## src/hdl/mdss_pkg.sv

```systemverilog
// ----------------------------------------------------------------------------
// mdss_pkg
// Shared types, display codes, strobe schedule constants and the pin-order
// permutation for the multiplexed segment display scan core.
// ----------------------------------------------------------------------------
package mdss_pkg;

	localparam logic [2:0] DISP_STATUS = 3'd0;
	localparam logic [2:0] DISP_P1     = 3'd1;
	localparam logic [2:0] DISP_P2     = 3'd2;
	localparam logic [2:0] DISP_P3     = 3'd3;
	localparam logic [2:0] DISP_P4     = 3'd4;
	localparam logic [2:0] DISP_BONUS  = 3'd5;
	localparam logic [2:0] DISP_TIMER  = 3'd6;

	localparam logic [2:0] DIGITS_STATUS = 3'd4;
	localparam logic [2:0] DIGITS_PLAYER = 3'd7;
	localparam logic [2:0] DIGITS_AUX    = 3'd6;
	localparam logic [2:0] DIGIT_LAST    = 3'd6;

	localparam logic [3:0] STROBE_LAST     = 4'd15;
	localparam logic [3:0] STROBE_STATUS   = 4'd12;
	localparam logic [3:0] STROBE_HI_END   = 4'd11;
	localparam logic [3:0] STROBE_HI_START = 4'd6;
	localparam logic [3:0] STROBE_LO_END   = 4'd5;
	localparam logic [3:0] STROBE_HOLD_0   = 4'd13;
	localparam logic [3:0] STROBE_HOLD_1   = 4'd14;

	localparam int BANK_AB_DEPTH = 16;
	localparam int BANK_C_DEPTH  = 24;

	// bank C regions: status, bonus, timer
	localparam logic [1:0] REG_STATUS = 2'd0;
	localparam logic [1:0] REG_BONUS  = 2'd1;
	localparam logic [1:0] REG_TIMER  = 2'd2;

	typedef struct packed {
		logic wr;
		logic tick;
		logic rd;
		logic load;
	} cmd_t;

	typedef struct packed {
		logic mode;
	} status_t;

	// input a c e g h f d b (bit7..0) to pin order a b c d e f g h (bit0..7)
	function automatic logic [7:0] to_pins(input logic [7:0] v);
		return {v[3], v[4], v[2], v[5], v[1], v[6], v[0], v[7]};
	endfunction

endpackage

```

## src/hdl/mdss_in_if.sv

```systemverilog
// ----------------------------------------------------------------------------
// mdss_in_if
// Item channel: segment writes and scan ticks.
// ----------------------------------------------------------------------------
interface mdss_in_if;
	logic       valid;
	logic       ready;
	logic       operation;
	logic [2:0] display_select;
	logic [2:0] digit_index;
	logic [7:0] segment_bits;

	modport source (output valid, output operation, output display_select,
		output digit_index, output segment_bits, input ready);
	modport sink (input valid, input operation, input display_select,
		input digit_index, input segment_bits, output ready);
endinterface

```

## src/hdl/mdss_out_if.sv

```systemverilog
// ----------------------------------------------------------------------------
// mdss_out_if
// Result channel: three pin group bytes and the active strobe.
// ----------------------------------------------------------------------------
interface mdss_out_if;
	logic       valid;
	logic       ready;
	logic [7:0] group_a;
	logic [7:0] group_b;
	logic [7:0] group_c;
	logic [3:0] strobe_index;

	modport source (output valid, output group_a, output group_b, output group_c,
		output strobe_index, input ready);
	modport sink (input valid, input group_a, input group_b, input group_c,
		input strobe_index, output ready);
endinterface

```

## src/hdl/mdss_cfg_if.sv

```systemverilog
// ----------------------------------------------------------------------------
// mdss_cfg_if
// Configuration write channel for the mode_80b register.
// ----------------------------------------------------------------------------
interface mdss_cfg_if;
	logic valid;
	logic ready;
	logic mode_80b;

	modport source (output valid, output mode_80b, input ready);
	modport sink (input valid, input mode_80b, output ready);
endinterface

```

## src/hdl/multiplexed_segment_display_scan_core.sv

```systemverilog
// ----------------------------------------------------------------------------
// multiplexed_segment_display_scan_core
// Segment store and strobe sequencer for a seven-display multiplexed panel.
// ----------------------------------------------------------------------------
// Channels: item (sink) carries segment writes (operation 0) and scan ticks
// (operation 1); result (source) carries group_a/b/c in pin order a..h and
// strobe_index; cfg (sink) writes mode_80b and is always ready.
// A write updates the store at the edge that accepts it; out of range
// digits and display seven are dropped. A tick advances the strobe counter
// at acceptance, reads the three store banks in the next cycle and loads the
// result register in its load step once any pending result is taken. item
// is not ready during the read and load steps, so a new tick waits until the
// last has loaded; writes are taken one per cycle while no tick is busy.
// With mode_80b set a tick only advances the strobe counter, with no result.
// The result register parts the two sides: writes and one further tick are
// taken while a result waits; that tick then holds in its load step until
// the receiver takes the pending transfer.
// Reset clears the store through per-entry valid bits at once, sets the
// strobe counter to 15, the groups to zero and mode_80b to zero.
// ----------------------------------------------------------------------------
module multiplexed_segment_display_scan_core (
	input logic        clk,
	input logic        arst_n,
	mdss_in_if.sink    item,
	mdss_out_if.source result,
	mdss_cfg_if.sink   cfg
);

	mdss_pkg::cmd_t    cmd;
	mdss_pkg::status_t status;

	assign cfg.ready = 1'b1;

	mdss_ctrl u_ctrl (
		.clk        (clk),
		.arst_n     (arst_n),
		.item_valid (item.valid),
		.item_op    (item.operation),
		.item_ready (item.ready),
		.out_valid  (result.valid),
		.out_ready  (result.ready),
		.status     (status),
		.cmd        (cmd)
	);

	mdss_dp u_dp (
		.clk            (clk),
		.arst_n         (arst_n),
		.cfg_valid      (cfg.valid),
		.cfg_mode       (cfg.mode_80b),
		.display_select (item.display_select),
		.digit_index    (item.digit_index),
		.segment_bits   (item.segment_bits),
		.cmd            (cmd),
		.status         (status),
		.group_a        (result.group_a),
		.group_b        (result.group_b),
		.group_c        (result.group_c),
		.strobe_index   (result.strobe_index)
	);

endmodule

```

## src/hdl/mdss_ctrl.sv

```systemverilog
// ----------------------------------------------------------------------------
// mdss_ctrl
// Sequencer: accepts items, steps a tick through store read and group load,
// and owns the result valid flag.
// ----------------------------------------------------------------------------
module mdss_ctrl (
	input  logic              clk,
	input  logic              arst_n,
	input  logic              item_valid,
	input  logic              item_op,
	output logic              item_ready,
	output logic              out_valid,
	input  logic              out_ready,
	input  mdss_pkg::status_t status,
	output mdss_pkg::cmd_t    cmd
);

	localparam logic [1:0] S_IDLE = 2'd0;
	localparam logic [1:0] S_READ = 2'd1;
	localparam logic [1:0] S_LOAD = 2'd2;

	logic [1:0] state_q;
	logic [1:0] state_d;
	logic       out_valid_q;
	logic       acc;

	assign item_ready = (state_q == S_IDLE);
	assign acc        = item_valid && item_ready;
	assign out_valid  = out_valid_q;

	always_comb begin
		cmd.wr   = acc && !item_op;
		cmd.tick = acc && item_op;
		cmd.rd   = (state_q == S_READ);
		cmd.load = (state_q == S_LOAD) && (!out_valid_q || out_ready);
	end

	always_comb begin
		state_d = state_q;
		unique case (state_q)
			S_IDLE: begin
				if (acc && item_op && !status.mode) state_d = S_READ;
			end
			S_READ: state_d = S_LOAD;
			S_LOAD: begin
				if (cmd.load) state_d = S_IDLE;
			end
			default: state_d = S_IDLE;
		endcase
	end

	always_ff @(posedge clk or negedge arst_n) begin
		if (!arst_n) begin
			state_q     <= S_IDLE;
			out_valid_q <= 1'b0;
		end else begin
			state_q <= state_d;
			if (cmd.load) out_valid_q <= 1'b1;
			else if (out_ready) out_valid_q <= 1'b0;
		end
	end

	a_tick_reads: assert property (@(posedge clk) disable iff (!arst_n)
		cmd.tick && !status.mode |=> state_q == S_READ)
		else $error("tick with scan enabled did not start a read");

	a_load_free: assert property (@(posedge clk) disable iff (!arst_n)
		cmd.load |-> (!out_valid_q || out_ready))
		else $error("load overwrote a pending result");

	a_read_then_load: assert property (@(posedge clk) disable iff (!arst_n)
		cmd.rd |=> state_q == S_LOAD && !cmd.rd)
		else $error("read not followed by load");

	a_no_accept_busy: assert property (@(posedge clk) disable iff (!arst_n)
		(state_q == S_READ || state_q == S_LOAD) |-> !cmd.wr && !cmd.tick)
		else $error("item accepted during a tick");

endmodule

```

## src/hdl/mdss_dp.sv

```systemverilog
// ----------------------------------------------------------------------------
// mdss_dp
// Datapath: banked segment store, strobe counter, mode register and the
// pin group latches that form the result register.
// ----------------------------------------------------------------------------
module mdss_dp (
	input  logic              clk,
	input  logic              arst_n,
	input  logic              cfg_valid,
	input  logic              cfg_mode,
	input  logic [2:0]        display_select,
	input  logic [2:0]        digit_index,
	input  logic [7:0]        segment_bits,
	input  mdss_pkg::cmd_t    cmd,
	output mdss_pkg::status_t status,
	output logic [7:0]        group_a,
	output logic [7:0]        group_b,
	output logic [7:0]        group_c,
	output logic [3:0]        strobe_index
);

	localparam int AB_W = $clog2(mdss_pkg::BANK_AB_DEPTH);
	localparam int C_W  = $clog2(mdss_pkg::BANK_C_DEPTH);

	logic [7:0] mem_a [mdss_pkg::BANK_AB_DEPTH];
	logic [7:0] mem_b [mdss_pkg::BANK_AB_DEPTH];
	logic [7:0] mem_c [mdss_pkg::BANK_C_DEPTH];

	logic [mdss_pkg::BANK_AB_DEPTH-1:0] va_q;
	logic [mdss_pkg::BANK_AB_DEPTH-1:0] vb_q;
	logic [mdss_pkg::BANK_C_DEPTH-1:0]  vc_q;

	logic       mode_q;
	logic [3:0] strobe_q;

	logic            wr_a, wr_b, wr_c;
	logic [AB_W-1:0] wa_ab;
	logic [C_W-1:0]  wa_c;

	logic [AB_W-1:0] ra_ab;
	logic [C_W-1:0]  ra_c;
	logic            hold_ab;
	logic [3:0]      s_hi;

	logic [7:0] rd_a_s1, rd_b_s1, rd_c_s1;
	logic       rv_a_s1, rv_b_s1, rv_c_s1;
	logic       hold_ab_s1;
	logic [3:0] strobe_s1;

	logic [7:0] grp_a_q, grp_b_q, grp_c_q;
	logic [3:0] strobe_out_q;

	assign status.mode = mode_q;

	always_comb begin
		wr_a  = 1'b0;
		wr_b  = 1'b0;
		wr_c  = 1'b0;
		wa_ab = {(display_select == mdss_pkg::DISP_P2 ||
			display_select == mdss_pkg::DISP_P4), digit_index};
		wa_c  = {mdss_pkg::REG_STATUS, digit_index};
		unique case (display_select) inside
			mdss_pkg::DISP_STATUS: begin
				wr_c = digit_index < mdss_pkg::DIGITS_STATUS;
			end
			mdss_pkg::DISP_P1, mdss_pkg::DISP_P2: begin
				wr_a = digit_index < mdss_pkg::DIGITS_PLAYER;
			end
			mdss_pkg::DISP_P3, mdss_pkg::DISP_P4: begin
				wr_b = digit_index < mdss_pkg::DIGITS_PLAYER;
			end
			mdss_pkg::DISP_BONUS: begin
				wr_c = digit_index < mdss_pkg::DIGITS_AUX;
				wa_c = {mdss_pkg::REG_BONUS, digit_index};
			end
			mdss_pkg::DISP_TIMER: begin
				wr_c = digit_index < mdss_pkg::DIGITS_AUX;
				wa_c = {mdss_pkg::REG_TIMER, digit_index};
			end
			default: ;
		endcase
	end

	always_comb begin
		s_hi    = strobe_q - mdss_pkg::STROBE_HI_START;
		hold_ab = 1'b0;
		if (strobe_q <= mdss_pkg::STROBE_LO_END) begin
			ra_ab = {1'b0, strobe_q[2:0]};
			ra_c  = {mdss_pkg::REG_BONUS, strobe_q[2:0]};
		end else if (strobe_q <= mdss_pkg::STROBE_HI_END) begin
			ra_ab = {1'b1, s_hi[2:0]};
			ra_c  = {mdss_pkg::REG_TIMER, s_hi[2:0]};
		end else begin
			ra_ab   = {(strobe_q == mdss_pkg::STROBE_STATUS), mdss_pkg::DIGIT_LAST};
			ra_c    = {mdss_pkg::REG_STATUS, 1'b0, strobe_q[1:0]};
			hold_ab = (strobe_q == mdss_pkg::STROBE_HOLD_0) ||
				(strobe_q == mdss_pkg::STROBE_HOLD_1);
		end
	end

	always_ff @(posedge clk or negedge arst_n) begin
		if (!arst_n) begin
			mode_q   <= 1'b0;
			strobe_q <= mdss_pkg::STROBE_LAST;
			va_q     <= '0;
			vb_q     <= '0;
			vc_q     <= '0;
		end else begin
			if (cfg_valid) mode_q <= cfg_mode;
			if (cmd.tick) strobe_q <= strobe_q + 4'd1;
			if (cmd.wr && wr_a) va_q[wa_ab] <= 1'b1;
			if (cmd.wr && wr_b) vb_q[wa_ab] <= 1'b1;
			if (cmd.wr && wr_c) vc_q[wa_c] <= 1'b1;
		end
	end

	always_ff @(posedge clk) begin
		if (cmd.wr && wr_a) mem_a[wa_ab] <= segment_bits;
		if (cmd.wr && wr_b) mem_b[wa_ab] <= segment_bits;
		if (cmd.wr && wr_c) mem_c[wa_c] <= segment_bits;
		if (cmd.rd) begin
			rd_a_s1    <= mem_a[ra_ab];
			rd_b_s1    <= mem_b[ra_ab];
			rd_c_s1    <= mem_c[ra_c];
			rv_a_s1    <= va_q[ra_ab];
			rv_b_s1    <= vb_q[ra_ab];
			rv_c_s1    <= vc_q[ra_c];
			hold_ab_s1 <= hold_ab;
			strobe_s1  <= strobe_q;
		end
	end

	always_ff @(posedge clk or negedge arst_n) begin
		if (!arst_n) begin
			grp_a_q <= '0;
			grp_b_q <= '0;
			grp_c_q <= '0;
		end else if (cmd.load) begin
			if (!hold_ab_s1) begin
				grp_a_q <= mdss_pkg::to_pins(rv_a_s1 ? rd_a_s1 : 8'h00);
				grp_b_q <= mdss_pkg::to_pins(rv_b_s1 ? rd_b_s1 : 8'h00);
			end
			grp_c_q <= mdss_pkg::to_pins(rv_c_s1 ? rd_c_s1 : 8'h00);
		end
	end

	always_ff @(posedge clk) begin
		if (cmd.load) strobe_out_q <= strobe_s1;
	end

	assign group_a      = grp_a_q;
	assign group_b      = grp_b_q;
	assign group_c      = grp_c_q;
	assign strobe_index = strobe_out_q;

	a_strobe_step: assert property (@(posedge clk) disable iff (!arst_n)
		cmd.tick |=> strobe_q == $past(strobe_q) + 4'd1)
		else $error("strobe counter did not advance by one");

	a_hold_ab: assert property (@(posedge clk) disable iff (!arst_n)
		cmd.load && hold_ab_s1 |=> $stable(grp_a_q) && $stable(grp_b_q))
		else $error("groups A and B changed on a hold strobe");

	a_one_bank: assert property (@(posedge clk) disable iff (!arst_n)
		$onehot0({wr_a, wr_b, wr_c}))
		else $error("write decoded to more than one bank");

endmodule

```

## src/flat_wrapper.sv

```systemverilog
// flat-port wrapper written by rule: the top's interface ports become plain ports
module multiplexed_segment_display_scan_core_flat 
  (clk, arst_n, item_valid, item_operation, item_display_select, item_digit_index, item_segment_bits, item_ready, result_valid, result_group_a, result_group_b, result_group_c, result_strobe_index, result_ready, cfg_valid, cfg_mode_80b, cfg_ready);
  mdss_in_if item_i ();
  mdss_out_if result_i ();
  mdss_cfg_if cfg_i ();
  input logic clk;
  input logic arst_n;
  input wire logic [$bits(item_i.valid)-1:0] item_valid;
  input wire logic [$bits(item_i.operation)-1:0] item_operation;
  input wire logic [$bits(item_i.display_select)-1:0] item_display_select;
  input wire logic [$bits(item_i.digit_index)-1:0] item_digit_index;
  input wire logic [$bits(item_i.segment_bits)-1:0] item_segment_bits;
  output wire logic [$bits(item_i.ready)-1:0] item_ready;
  output wire logic [$bits(result_i.valid)-1:0] result_valid;
  output wire logic [$bits(result_i.group_a)-1:0] result_group_a;
  output wire logic [$bits(result_i.group_b)-1:0] result_group_b;
  output wire logic [$bits(result_i.group_c)-1:0] result_group_c;
  output wire logic [$bits(result_i.strobe_index)-1:0] result_strobe_index;
  input wire logic [$bits(result_i.ready)-1:0] result_ready;
  input wire logic [$bits(cfg_i.valid)-1:0] cfg_valid;
  input wire logic [$bits(cfg_i.mode_80b)-1:0] cfg_mode_80b;
  output wire logic [$bits(cfg_i.ready)-1:0] cfg_ready;
  assign item_i.valid = item_valid;
  assign item_i.operation = item_operation;
  assign item_i.display_select = item_display_select;
  assign item_i.digit_index = item_digit_index;
  assign item_i.segment_bits = item_segment_bits;
  assign item_ready = item_i.ready;
  assign result_valid = result_i.valid;
  assign result_group_a = result_i.group_a;
  assign result_group_b = result_i.group_b;
  assign result_group_c = result_i.group_c;
  assign result_strobe_index = result_i.strobe_index;
  assign result_i.ready = result_ready;
  assign cfg_i.valid = cfg_valid;
  assign cfg_i.mode_80b = cfg_mode_80b;
  assign cfg_ready = cfg_i.ready;
  multiplexed_segment_display_scan_core u_core (.clk(clk), .arst_n(arst_n), .item(item_i), .result(result_i), .cfg(cfg_i));
endmodule
```

## config.mk

```make
export PLATFORM = sky130hd
export DESIGN_NAME = multiplexed_segment_display_scan_core_flat
export DESIGN_NICKNAME = d
export VERILOG_FILES = /design/src/hdl/mdss_pkg.sv /design/src/hdl/mdss_in_if.sv /design/src/hdl/mdss_out_if.sv /design/src/hdl/mdss_cfg_if.sv /design/src/hdl/multiplexed_segment_display_scan_core.sv /design/src/hdl/mdss_ctrl.sv /design/src/hdl/mdss_dp.sv /design/src/flat_wrapper.sv
export SDC_FILE = /design/constraint.sdc
export NUM_CORES = 1
export LEC_CHECK = 0
export ABC_AREA = 1
export ABC_CLOCK_PERIOD_IN_PS = 2680
export BUFFER_PORTS_ARGS = -buffer_cell sky130_fd_sc_hd__buf_4
export CORE_ASPECT_RATIO = 1.75
export CORE_MARGIN = 3
export CORE_UTILIZATION = 45
export CTS_CLUSTER_SIZE = 14
export DETAILED_ROUTE_END_ITERATION = 10
export PLACE_DENSITY = 0.65
export SLEW_MARGIN = 40
export SYNTH_ARGS = -nofsm -noshare
export SYNTH_HDL_FRONTEND = slang
export SYNTH_SLANG_ARGS = --single-unit
```

## constraint.sdc

```tcl
create_clock -name clk -period 2.68 [get_ports clk]
set_clock_uncertainty 0.15 [all_clocks]
set_input_delay 0.536 -clock clk [delete_from_list [all_inputs] [get_ports clk]]
set_output_delay 0.536 -clock clk [all_outputs]
set_load 0.05 [all_outputs]
```

==> impl_metrics.toml <==
[placement]
port_buffers = 50
gp_congestion = 0.884
placed_cells = 2850
hpwl_mm = 37.6

[drt]
dr.pass1.iters = 8
drt-initial-drc-count = 1520
drcViolationCount = 0
routed-via-count = 16200
routed_wl_mm = 61.1
viasPerCell = 5.48
ant_nets = 0
wl_per_cell_um = 20.7

[critical_path]
worstRegToRegCells = 11
cpLargestDelayFamily = "simple AND/OR/NAND/NOR gates"
cp_max_fo = 18
cp.required_ns = 2.84
max_stage_delay_ns = 0.66
cp.depth = 11
crit_path_top_delay_cell = "dfstp_4"
cp.arrival_ns = 2.76
startpoint_type = "register"
cp_common_cell = "nand3_1"
timing.critical_path.to_type = "register"
path_buf_inv = 3
critPathKind = "reg -> reg"
path_cells = "clkinv_1 -> ha_1 -> inv_1 -> nand3_2 -> nand3_4 -> buf_4 -> nand3_1 -> nand3_1 -> nand2_1 -> nand2_1 -> nand3_1"

[global_route]
grt_usage = 0.213
grt_start_max_net_pins = 92
antenna_found_initial = 0
first_global_vias = 16800
grt_pass1_wl_mm = 94.0
gr-total-overflow = 0

[flow_run]
max_cap_violations = 0

[layout]
final_util = 0.528
nets = 2259
stdcell_count = 2950
antenna_cells = 0
area_growth_pct = 16.2
drive_gt1_frac = 0.143

[pwr]
power_density_nw_per_um2 = 1150
power.leakage_nw = 11.0
ir_worst_vdd_mv = 0.646

[sta]
period_needed_ns = 2.60
fin_tns_setup_ns = 0
hold_violations = 0
max_slew_margin = 0.503
rsz0062_at_grt = "yes"
worst_pin_slew_ns = 0.745
finalCritPeriodShare = 0.968
report.final.slew_viol_count = 0
setup_violations = 0
timing.fmax_ghz = 0.385

[clock_network]
clk_latency_ns = 0.58
h-tree-depth = 2
cts_root_buffer = "clkbuf_16"
cts_buffers = 50
cts_tree = "yes"
numClockSinks = 572
clk_path_buf_depth = 3
path_clk_slew_ns = 0.06

[logic_synthesis]
yosysWarningCount = 0
netlist_area_um2 = 23900
yosysTopAreaCell = "edfxtp_1"
yosysSeqAreaShare = 0.701
synth_edf_count = 484
synth_top_area_frac = 0.609
synth_most_common_cell = "edfxtp_1"
syn_inst = 2044
synthTopCellsByArea = "edfxtp_1 (61%), dfrtp_1 (8.8%), nand3_1 (7.6%)"
ys.flop_type = "edfxtp_1"
synth-seq-cells = 572
ys_types = 42
synthTopCellsByCount = "edfxtp_1 (484), nand2_1 (449), nand3_1 (363)"
syn_avg_cell_area_um2 = 11.7
synthArstFlopShare = 0.154

[floorplanning]
die_y_um = 311
die_w_um = 180
initial_core_util = 0.455
ios = 52
dieArea_um2 = 56000
core_um2 = 52500
num_rows = 111

[hold_path]
hp-class = "in -> reg"
worstHoldPathCells = 2

[outcome]
outcome = "completed"
worst register-to-register path: cells and delay by family (launching register included):
kind | cells | cell delay (ns)
fa+ha+maj | 1 | 0.19
buf+inv | 3 | 0.44
flops | 1 | 0.66
simple gates | 7 | 0.89
final cells by class:
type                            instances  area (um2)
Multi-Input combinational cell       1358        6650
Clock inverter                         14         115
Clock buffer                           79        1410
Timing Repair Buffer                  179        1710
Tap cell                              678         848
Fill cell                            4517       24800
Sequential cell                       572       16700
Inverter                               70         263
where the power goes:
part	total [W]	internal, W	switching, W
combinational	0.0145	0.00514	0.00934
sequential	0.0107	0.0104	0.000270
clock	0.00687	0.00373	0.00314
total	0.0320	0.0193	0.0127
cells by family after synthesis:
kind of cell    Yosys count  synth area share
other cells               2          0.000314
mux                      50            0.0210
xor+xnor                  3           0.00110
buf+inv                 209            0.0374
flops                   572             0.701
simple gates           1035             0.197
fa+ha+maj                 7           0.00367
compound gates          166            0.0386
path summary, 6_finish.rpt:
kind | start | endpoint | slack [ns]
max | u_core.u_dp.strobe_q[0]$_DFFE_PN1N_ | u_core.u_dp.rd_c_s1[5]$_DFFE_PN_ | 0.08
min | cfg_mode_80b | u_core.u_dp.status$_DFFE_PN0P_ | 0.04
max reg2reg | u_core.u_dp.strobe_q[0]$_DFFE_PN1N_ | u_core.u_dp.rd_c_s1[5]$_DFFE_PN_ | 0.08
min reg2reg | u_core.u_dp.vc_q[15]$_DFFE_PN0P_ | u_core.u_dp.vc_q[15]$_DFFE_PN0P_ | 0.23
max in group asynchronous | arst_n | u_core.u_dp.group_a[2]$_DFFE_PN0P_ | 1.33
min in group asynchronous | arst_n | u_core.u_dp.va_q[13]$_DFFE_PN0P_ | 0.38
sequential cells by signal, indices dropped and copies added (netlist names), 8 cells and up:
register and flops:
u_core.u_dp.vc_q 24, u_core.u_dp.mem_b 128, u_core.u_dp.mem_c 192, u_core.u_dp.rd_a_s1 8, u_core.u_dp.group_a 8, u_core.u_dp.va_q 16, u_core.u_dp.group_c 8, u_core.u_dp.rd_b_s1 8
u_core.u_dp.rd_c_s1 8, u_core.u_dp.vb_q 16, u_core.u_dp.group_b 8, u_core.u_dp.mem_a 128
metrics by stage:
stage                     instance area (um2)  worst slack, ns  hold WS, ns  total power, W
after CTS                               27600           0.0199      0.00516          0.0318
after global placement                  26100           0.0467        0.210          0.0248
final                                   27700           0.0849       0.0380          0.0320
after detailed placement                26100           0.0323        0.213          0.0249
after global routing                    27700          -0.0237       0.0408          0.0339
after floorplan                         24200           0.0836       0.0904          0.0197
layout by cell type, fill, tap and decap left out, types with 2 or more instances in the layout:
cell type    n
a21boi_0    16
a21oi_1     24
buf_12      21
buf_4      147
buf_6        5
clkbuf_1    25
clkbuf_16   54
clkbuf_8     3
clkinv_1     5
clkinv_2     7
conb_1      97
dfrtp_1     84
dfstp_2      3
edfxtp_1   484
ha_1         7
inv_1       64
inv_2        3
inv_6        3
mux2i_1     49
nand2_1    448
nand2_2      4
nand2_4      4
nand3_1    362
nand3_2      2
nand4_1     66
nor2_1      79
nor2_2       4
nor2_4       2
nor3_1       6
o21ai_0    110
o21ai_1      3
o21bai_1     8
or2_1        2
or2_2       52
xor2_1       2
per-layer routing:
layer	global-route usage	up-vias	wire length (um)
met3	0.0240	177	2860
li1	-	7478	-
met4	0.103	0	3020
met5	0	-	0
met1	0.239	7945	22100
met2	0.400	573	33100
what timing repair did:
| item | 4_1_cts | 5_1_grt |
|---|---|---|
| setup endpoints to repair | 0 | 19 |
| setup buffers | 0 | 3 |
| resized for setup | 0 | 11 |
| hold buffers | 1 | 0 |
| hold endpoints to repair | 29 | 0 |
Power figures use the tool's default switching activity.
